==> config.mk <==
export PLATFORM = sky130hd
export DESIGN_NAME = pjc_divider
export DESIGN_NICKNAME = d
export VERILOG_FILES = /design/src/hw/rtl/pjc_pkg.sv /design/src/hw/rtl/pjc_divider.sv
export SDC_FILE = /design/constraint.sdc
export NUM_CORES = 1
export LEC_CHECK = 0
export BUFFER_PORTS_ARGS = -buffer_cell sky130_fd_sc_hd__buf_2
export CAP_MARGIN = 10
export CELL_PAD_IN_SITES_DETAIL_PLACEMENT = 1
export CELL_PAD_IN_SITES_GLOBAL_PLACEMENT = 1
export CORE_UTILIZATION = 43
export CTS_CLUSTER_DIAMETER = 120
export DETAILED_ROUTE_END_ITERATION = 8
export PLACE_DENSITY = 0.85
export SYNTH_ARGS = -nofsm -noshare
export SYNTH_HDL_FRONTEND = slang
export SYNTH_SLANG_ARGS = --single-unit
==> constraint.sdc <==
create_clock -name clock -period 3.5 [get_ports clock]
set_input_delay 0.175 -clock clock [delete_from_list [all_inputs] [get_ports clock]]
set_output_delay 0.175 -clock clock [all_outputs]
set_load 0.005 [all_outputs]
==> src/hw/rtl/pjc_pkg.sv <==
`default_nettype none

package pjc_pkg;

   // Fixed field widths of the item, result and register channels.
   localparam int JOINT_W   = 3;
   localparam int DATA_W    = 32;
   localparam int DT_W      = 20;
   localparam int CSR_IDX_W = 3;
   localparam int INTEG_W   = 48;

   // Defaults for the top-level parameters.
   localparam int JOINTS_DEF    = 8;
   localparam int FRAC_BITS_DEF = 16;

   // Shared divider operand widths.
   localparam int DIVD_W = 64;
   localparam int DIVS_W = 32;

   localparam logic [DT_W-1:0] US_PER_S = 20'd1000000;

   typedef enum logic [CSR_IDX_W-1:0] {
      CSR_CONTROL_ENABLE = 3'd0,
      CSR_GAIN_P         = 3'd1,
      CSR_GAIN_I         = 3'd2,
      CSR_GAIN_D         = 3'd3,
      CSR_INTEGRAL_LIMIT = 3'd4,
      CSR_POS_TOLERANCE  = 3'd5,
      CSR_VEL_TOLERANCE  = 3'd6
   } csr_index_type;

   typedef enum logic [4:0] {
      ST_IDLE,
      ST_ERR,
      ST_MVD,
      ST_DV,
      ST_DVW,
      ST_MID,
      ST_DI,
      ST_DIW,
      ST_DIC,
      ST_DB,
      ST_DBW,
      ST_MP,
      ST_MD,
      ST_MIL,
      ST_MIH,
      ST_SQE,
      ST_SQV,
      ST_SQF,
      ST_TP,
      ST_TV,
      ST_SET,
      ST_FIN
   } state_type;

   typedef struct packed {
      logic              start;
      logic [DIVD_W-1:0] dividend;
      logic [DIVS_W-1:0] divisor;
   } div_req_type;

   typedef struct packed {
      logic              busy;
      logic              done;
      logic [DIVD_W-1:0] quotient;
   } div_rsp_type;

endpackage

`default_nettype wire

==> src/hw/rtl/pjc_divider.sv <==
`default_nettype none

// Restoring unsigned divider, one quotient bit per cycle.
module pjc_divider import pjc_pkg::*; (
   input  logic        clock,
   input  logic        reset,
   input  div_req_type div_req,
   output div_rsp_type div_rsp
);

   localparam int CNT_W = $clog2(DIVD_W);

   logic              busy_ff, busy_in;
   logic              done_ff, done_in;
   logic [CNT_W-1:0]  count_ff, count_in;
   logic [DIVS_W-1:0] rem_ff, rem_in;
   logic [DIVS_W-1:0] dsr_ff, dsr_in;
   logic [DIVD_W-1:0] quo_ff, quo_in;
   logic [DIVS_W:0]   trial;
   logic [DIVS_W:0]   diff;
   logic              fits;

   always_comb begin
      trial    = {rem_ff, quo_ff[DIVD_W-1]};
      diff     = trial - {1'b0, dsr_ff};
      fits     = (trial >= {1'b0, dsr_ff});
      busy_in  = busy_ff;
      done_in  = 1'b0;
      count_in = count_ff;
      rem_in   = rem_ff;
      dsr_in   = dsr_ff;
      quo_in   = quo_ff;
      if (div_req.start) begin
         busy_in  = 1'b1;
         count_in = CNT_W'(DIVD_W - 1);
         rem_in   = '0;
         dsr_in   = div_req.divisor;
         quo_in   = div_req.dividend;
      end else if (busy_ff) begin
         rem_in   = fits ? diff[DIVS_W-1:0] : trial[DIVS_W-1:0];
         quo_in   = {quo_ff[DIVD_W-2:0], fits};
         count_in = count_ff - CNT_W'(1);
         if (count_ff == '0) begin
            busy_in = 1'b0;
            done_in = 1'b1;
         end
      end
   end

   always_ff @(posedge clock) begin
      if (reset) begin
         busy_ff  <= 1'b0;
         done_ff  <= 1'b0;
         count_ff <= '0;
      end else begin
         busy_ff  <= busy_in;
         done_ff  <= done_in;
         count_ff <= count_in;
      end
      rem_ff <= rem_in;
      dsr_ff <= dsr_in;
      quo_ff <= quo_in;
   end

   assign div_rsp = '{busy: busy_ff, done: done_ff, quotient: quo_ff};

endmodule

`default_nettype wire
==> reports/qor.txt, run 1 <==
Outcome - finished clean
Cell variety after synth - 63
Die Wd - 134 um
Residual DRC - 0
Critical Path Start Type - flip-flop
Count of boundary I/O pins - 165
Crit Path Max Fanout - 4
CTS tree - built
WHS Endpoint - busy_ff
Sink Count - 136
Pwr dens - 513 nW/um^2
Syn avg cell area - 11.3 um^2
Syn_nets - 794
Setup WS pre-CTS - 228 ps
Critical path type - flip-flop to flip-flop
Fmax - 307 MHz
Die Y - 134 um
Setup Total Neg Slack - 0 ps
Fin crit share - 93.1%
Port bufs - 164
Clock Root Buffer - clkbuf_16
GR Overflow Total - 0
CTS H-tree lvls - 4
Setup slack after layout - 242 ps
Die Area - 17,800 um^2
GRT Util Overall - 25.2%
Starting Density - 44.4%
Cts bufs inserted - 17
Worst slew pin tran - 846 ps
Post-synth EDFFs - 96
Mapped Area - 7440 um^2
Fin. Hold Viols - 0
Cells after synthesis - 660
Worst vdd ir - 0.380 mV
Sequential fraction of the synthesis area - 49.5%
Worst Hold Class - primary input to flip-flop
Routed len/inst - 20.0 um
Yosys reg bits - 136
Drt via density - 5.40
Synth async-reset ratio - 0%
Post-route ant nets - 0
Setup violators final - 0
Prevailing post-synth register cell - edfxtp_1
Max-Cap Viols - 0
Clock slew at reported path FFs - 70 ps
Share of cells above drive strength 1 - 33.2%
Via count - 5,844
RSZ-0062 raised after global routing - no
Number of global-route vias before repair - 6,464
Tmin final - 3260 ps
Hold Slack - 19.8 ps
Drt pass-1 iters - 5
Reg2Reg Depth - 11
Initial antenna violation count - 4
Worst r2r src - dsr_ff[1]
First-pass GRT wire length - 34,300 um
Final Max Tran Viols - 0
Worst skew pair latency - 430 ps
Leakage Power - 3.98 nW
Worst hold start - reset
Req. time, crit path - 3770 ps
Std-Cell Rows - 47
Initial DRC Count - 303
Hold Path Depth - 2
Synth warn - 0
Worst-case clock buffer depth - 2
Core Area - 16,800 um^2
Area grow syn2layout - 25.6%
Post-DP HPWL - 14,800 um
Final Net Count - 983
Worst EP arrival - 3520 ps
RePlAce Congestion - 0.834
Clk_skew - 14.4 ps
Flop2flop setup slack - 240 ps
WL final - 21,700 um
CP endpoint kind - flip-flop
Pin count of the biggest net entering global routing - 65
R2r endpoint - rem_ff[27]
Max_slew headroom - 43.6%
[cells in the mapped netlist (3+ instances only)]
master | instances | area (um^2)
edfxtp_1 | 96 | 2880
mux2_2 | 64 | 721
nor2_1 | 60 | 225
inv_1 | 44 | 165
dfxtp_1 | 40 | 801
nand2_1 | 35 | 131
ha_1 | 34 | 425
a21oi_1 | 28 | 140
a211oi_1 | 25 | 188
clkbuf_1 | 24 | 90.1
mux2i_1 | 23 | 230
a21o_1 | 18 | 135
o21ai_0 | 16 | 80.1
xnor2_1 | 16 | 140
nor2b_1 | 10 | 62.6
xor2_1 | 10 | 87.6
nand2b_1 | 8 | 50.1
o21a_1 | 7 | 52.6
buf_2 | 6 | 30.0
nand3_1 | 6 | 30.0
nor3_1 | 6 | 30.0
or3_1 | 6 | 37.5
a21boi_0 | 5 | 37.5
a311oi_2 | 5 | 75.1
a31oi_1 | 5 | 31.3
nand4_1 | 5 | 31.3
nand3b_1 | 4 | 30.0
o211ai_1 | 4 | 30.0
o21ai_1 | 4 | 20.0
nand2b_4 | 3 | 41.3
[area by class of cell]
cell class / count / area, um^2
flip-flops and latches: 136 / 3680
clock buffers: 19 / 443
multi-input cells: 445 / 3450
repair buffers: 205 / 1220
diodes: 1 / 2.50
fillers: 1857 / 7410
well taps: 220 / 275
clock inverters: 13 / 97.6
inverters: 44 / 165
[worst max-delay path by stage]
stage	from	end	cells after the start
floorplan	dsr_ff[18]	quo_ff[0]	12
global placement	dsr_ff[1]	rem_ff[27]	11
detailed placement	dsr_ff[20]	rem_ff[0]	11
CTS	dsr_ff[17]	rem_ff[28]	11
global route	dsr_ff[1]	rem_ff[27]	11
finish	dsr_ff[1]	rem_ff[27]	11
[critical path, cell delays in order (launching register included)]
cell,delay [ps]
edfxtp_1,400
inv_1,60
ha_1,300
nor2b_1,160
o21ai_0,110
a21o_1,220
a211oi_1,340
o21ai_0,240
a211oi_1,660
a21oi_1,150
o31ai_1,310
a311oi_2,130
[per-stage QoR]
step	instances	power (mW)	instance area [um^2]	utilization (%)
CTS	1082	4.82	9330	55.7
global route	1083	5.00	9350	55.8
floorplan	660	2.73	7440	-
global placement	1018	3.03	8470	50.5
finish	1083	4.79	9350	55.8
detailed placement	1018	3.08	8470	50.5
[timing repair]
action,in CTS,in global routing
hold buffers,32,0
endpoints found under the hold margin,32,0
setup endpoints to repair,0,3
resized for setup,0,2
buffers inserted,0,0
[flip-flops by register name, summed over array words and instances, names as in the netlist]
name and flops:
busy_ff 1, count_ff 6, done_ff 1, dsr_ff 32, quo_ff 64, rem_ff 32
[routing by layer]
metal  track usage (%)  vias to the layer above  wire length [um]
met5                 0                        -                27
met1              26.8                     2826              8470
met2              46.6                      169             11400
met4              8.78                        4               476
met3              7.91                       37              1370
li1                  -                     2808                 -
[cells by family (layout without fill, tap and decap cells)]
kind of cell | Yosys count | after routing | synth area share, %
AO/OA/AOI/OAI | 141 | 141 | 14.0
other | 0 | 1 | 0
multiplexers | 88 | 88 | 13.0
XOR/XNOR | 26 | 26 | 3.06
adder cells (fa/ha/maj) | 35 | 35 | 5.99
flip-flops | 136 | 136 | 49.5
AND/OR/NAND/NOR | 155 | 155 | 10.2
buffers and inverters | 79 | 281 | 4.29
[power by group]
group | internal, mW | leakage (nW) | total (mW) | switching, mW
clock | 0.930 | 0.256 | 1.69 | 0.761
sequential | 1.91 | 1.29 | 2.02 | 0.111
combinational | 0.503 | 2.44 | 1.09 | 0.583
[cell usage in the layout, fill, tap and decap left out, types with 8 or more instances in the layout]
cell | synthesis | layout
mux2_2 | 64 | 64
edfxtp_1 | 96 | 96
buf_4 | 2 | 9
mux2i_1 | 23 | 23
nor2b_1 | 10 | 10
nand2b_1 | 8 | 8
a211oi_1 | 25 | 25
o21ai_0 | 16 | 16
buf_2 | 6 | 163
xor2_1 | 10 | 10
inv_1 | 44 | 44
xnor2_1 | 16 | 16
a21o_1 | 18 | 18
dlygate4sd3_1 | 0 | 32
clkbuf_16 | 0 | 17
dfxtp_1 | 40 | 39
nand2_1 | 35 | 35
nor2_1 | 60 | 60
a21oi_1 | 28 | 28
ha_1 | 34 | 34
Power figures use the tool's default switching activity.
==> inputs of run 2 (changes only) <==
- CORE_ASPECT_RATIO: default -> 0.75
==> run 2 against run 1 <==
  * Die area about the same
  * Non-clock buffer count increased by 4
  * Fmax decreased by 2.9%
  * Critical path depth unchanged
  * Hold slack improved by 15 ps
  * Flip-flop and latch count unchanged
  * Utilization about the same
  * Combinational power about the same
  * Sequential share of layout area decreased by 0.25 points
  * Clock power increased by 8%
  * Largest power group unchanged
==> reports/qor.txt, run 2 (same netlist as run 1, synthesis figures left out) <==
Port bufs - 164 (unchanged)
Share of cells above drive strength 1 - 33.4% (was 33.2%)
Routed len/inst - 18.9 um (was 20.0 um)
Via count - 5,755 (was 5,844)
Fillers - 1,820 (was 1,857)
RePlAce Congestion - 0.823 (was 0.834)
Die Wd - 154 um (was 134 um)
Area grow syn2layout - 26.4% (was 25.6%)
Crit Path Max Fanout - 28 (was 4)
Most common cell after layout, fill and taps aside - buf_2 (unchanged)
CTS tree - built (unchanged)
Total power draw - 4.94 mW (was 4.79 mW)
Worst-case clock buffer depth - 2 (unchanged)
Kind of cell adding the most delay to the critical path - compound AO/OA/AOI/OAI gates (unchanged)
Fmax - 298 MHz (was 307 MHz)
Outcome - finished clean (unchanged)
Most flops, register - quo_ff (unchanged)
Area used by multi-input combinational logic - 3450 um^2 (unchanged)
Drt via density - 5.32 (was 5.40)
Worst Hold Class - primary input to flip-flop (unchanged)
Fin crit share - 95.9% (was 93.1%)
# diodes - 0 (was 1)
Crit-path max cell delay - 460 ps (was 660 ps)
CTS H-tree lvls - 4 (unchanged)
Count of boundary I/O pins - 165 (unchanged)
Crit path buf inv count - 2 (was 1)
Leakage Power - 4.03 nW (was 3.98 nW)
Initial DRC Count - 353 (was 303)
Tmin final - 3360 ps (was 3260 ps)
Std-Cell Rows - 41 (was 47)
Max_slew headroom - 24.7% (was 43.6%)
Setup slack after layout - 144 ps (was 242 ps)
Slowest stage cell on the critical path - o41a_2 (was a211oi_1)
Clock Root Buffer - clkbuf_16 (unchanged)
Number of global-route vias before repair - 5,974 (was 6,464)
First-pass GRT wire length - 31,700 um (was 34,300 um)
Final Max Tran Viols - 0 (unchanged)
Cts bufs inserted - 17 (unchanged)
CP dominant cell by count - a21o_1
Post-route ant nets - 0 (unchanged)
Pin count of the biggest net entering global routing - 88 (was 65)
Clk_skew - 7.54 ps (was 14.4 ps)
WL final - 20,400 um (was 21,700 um)
Residual DRC - 0 (unchanged)
Final Net Count - 987 (was 983)
CP endpoint kind - flip-flop (unchanged)
Sink Count - 136 (unchanged)
Worst slew pin tran - 1130 ps (was 846 ps)
Req. time, crit path - 3850 ps (was 3770 ps)
Critical Path Start Type - flip-flop (unchanged)
Die Y - 116 um (was 134 um)
Worst skew pair latency - 430 ps (about the same)
GR Overflow Total - 0 (unchanged)
Max reg flops - 64 (unchanged)
Fin. Hold Viols - 0 (unchanged)
Hold Slack - 34.4 ps (was 19.8 ps)
Worst vdd ir - 0.362 mV (was 0.380 mV)
Pwr dens - 525 nW/um^2 (was 513 nW/um^2)
Setup WS pre-CTS - 126 ps (was 228 ps)
Register area - 3680 um^2 (unchanged)
Critical path type - flip-flop to flip-flop (unchanged)
Post-DP HPWL - 14,400 um (was 14,800 um)
Commonest non-fill, non-tap cells in the layout - buf_2, edfxtp_1, mux2_2 (unchanged)
Drt pass-1 iters - 4 (was 5)
Max-Cap Viols - 0 (unchanged)
Die Area - 17,800 um^2 (about the same)
Core Area - 16,900 um^2 (was 16,800 um^2)
Clock slew at reported path FFs - 60 ps (was 70 ps)
Initial antenna violation count - 0 (was 4)
Starting Density - 44.1% (was 44.4%)
Worst EP arrival - 3700 ps (was 3520 ps)
Setup violators final - 0 (unchanged)
Biggest regs - quo_ff x64, dsr_ff x32, rem_ff x32 (unchanged)
Crit path cell chain - inv_1 > ha_1 > a21o_1 > a21o_1 > a221oi_4 > o211ai_1 > a221o_1 > o41a_2 > buf_4 > mux2_4 > a211oi_2 (was inv_1 > ha_1 > nor2b_1 > o21ai_0 > a21o_1 > a211oi_1 > o21ai_0 > a211oi_1 > a21oi_1 > o31ai_1 > a311oi_2)
GRT Util Overall - 23.0% (was 25.2%)
==> run 2: cell count changes in the layout (fill, tap and decap cells not counted), sizes merged <==
cell	change
diode	-1
clkinvlp	-2
bufinv	+2
inv	+2
buf	+4
clkbuf	-2
==> run 2: what timing repair did <==
action | CTS | global route
hold buffers | 32 | 0
setup endpoints to repair | 0 | 3
resized for setup | 0 | 2
endpoints found under the hold margin | 32 | 0
setup buffers | 0 | 1
==> run 2: cell type report <==
cell class	count	share of cell area, %
clock buffers	17	4.52
repair buffers	209	13.2
inverters	44	1.76
well taps	215	2.86
flip-flops and latches	136	39.2
clock inverters	15	1.77
multi-input cells	445	36.7
==> run 2: final timing paths <==
path	start	endpoint	slack (ps)	depth (start not counted)
worst max-delay path	dsr_ff[22]	rem_ff[0]	140	11
worst min-delay path	reset	busy_ff	30	2
worst max register to register	dsr_ff[22]	rem_ff[0]	140	11
worst min register to register	rem_ff[20]	rem_ff[20]	510	2
==> run 2: report_power, final <==
part / internal, mW / leakage (nW) / switching [mW]
clock network: 1.06 / 0.283 / 0.765
logic: 0.511 / 2.46 / 0.592
registers: 1.91 / 1.29 / 0.0973
==> run 2: layer usage <==
layer  global-route usage [%]  vias to the layer above  routed length [um]
met5                        0                        -                   0
met4                     6.73                        0                 258
met3                     5.01                       24                 589
met2                     37.5                       89                9820
met1                     31.0                     2829                9770
li1                         -                     2813                   -
==> run 2: through the flow <==
stage	utilization, %	instances	setup TNS (ps)	instance area (um^2)
5_1_grt	55.7	1081	-24.2	9410
4_1_cts	55.6	1080	0	9390
6_report	55.7	1081	0	9410
3_3_place_gp	50.2	1016	0	8470
2_1_floorplan	-	660	0	7440
3_5_place_dp	50.2	1016	0	8470
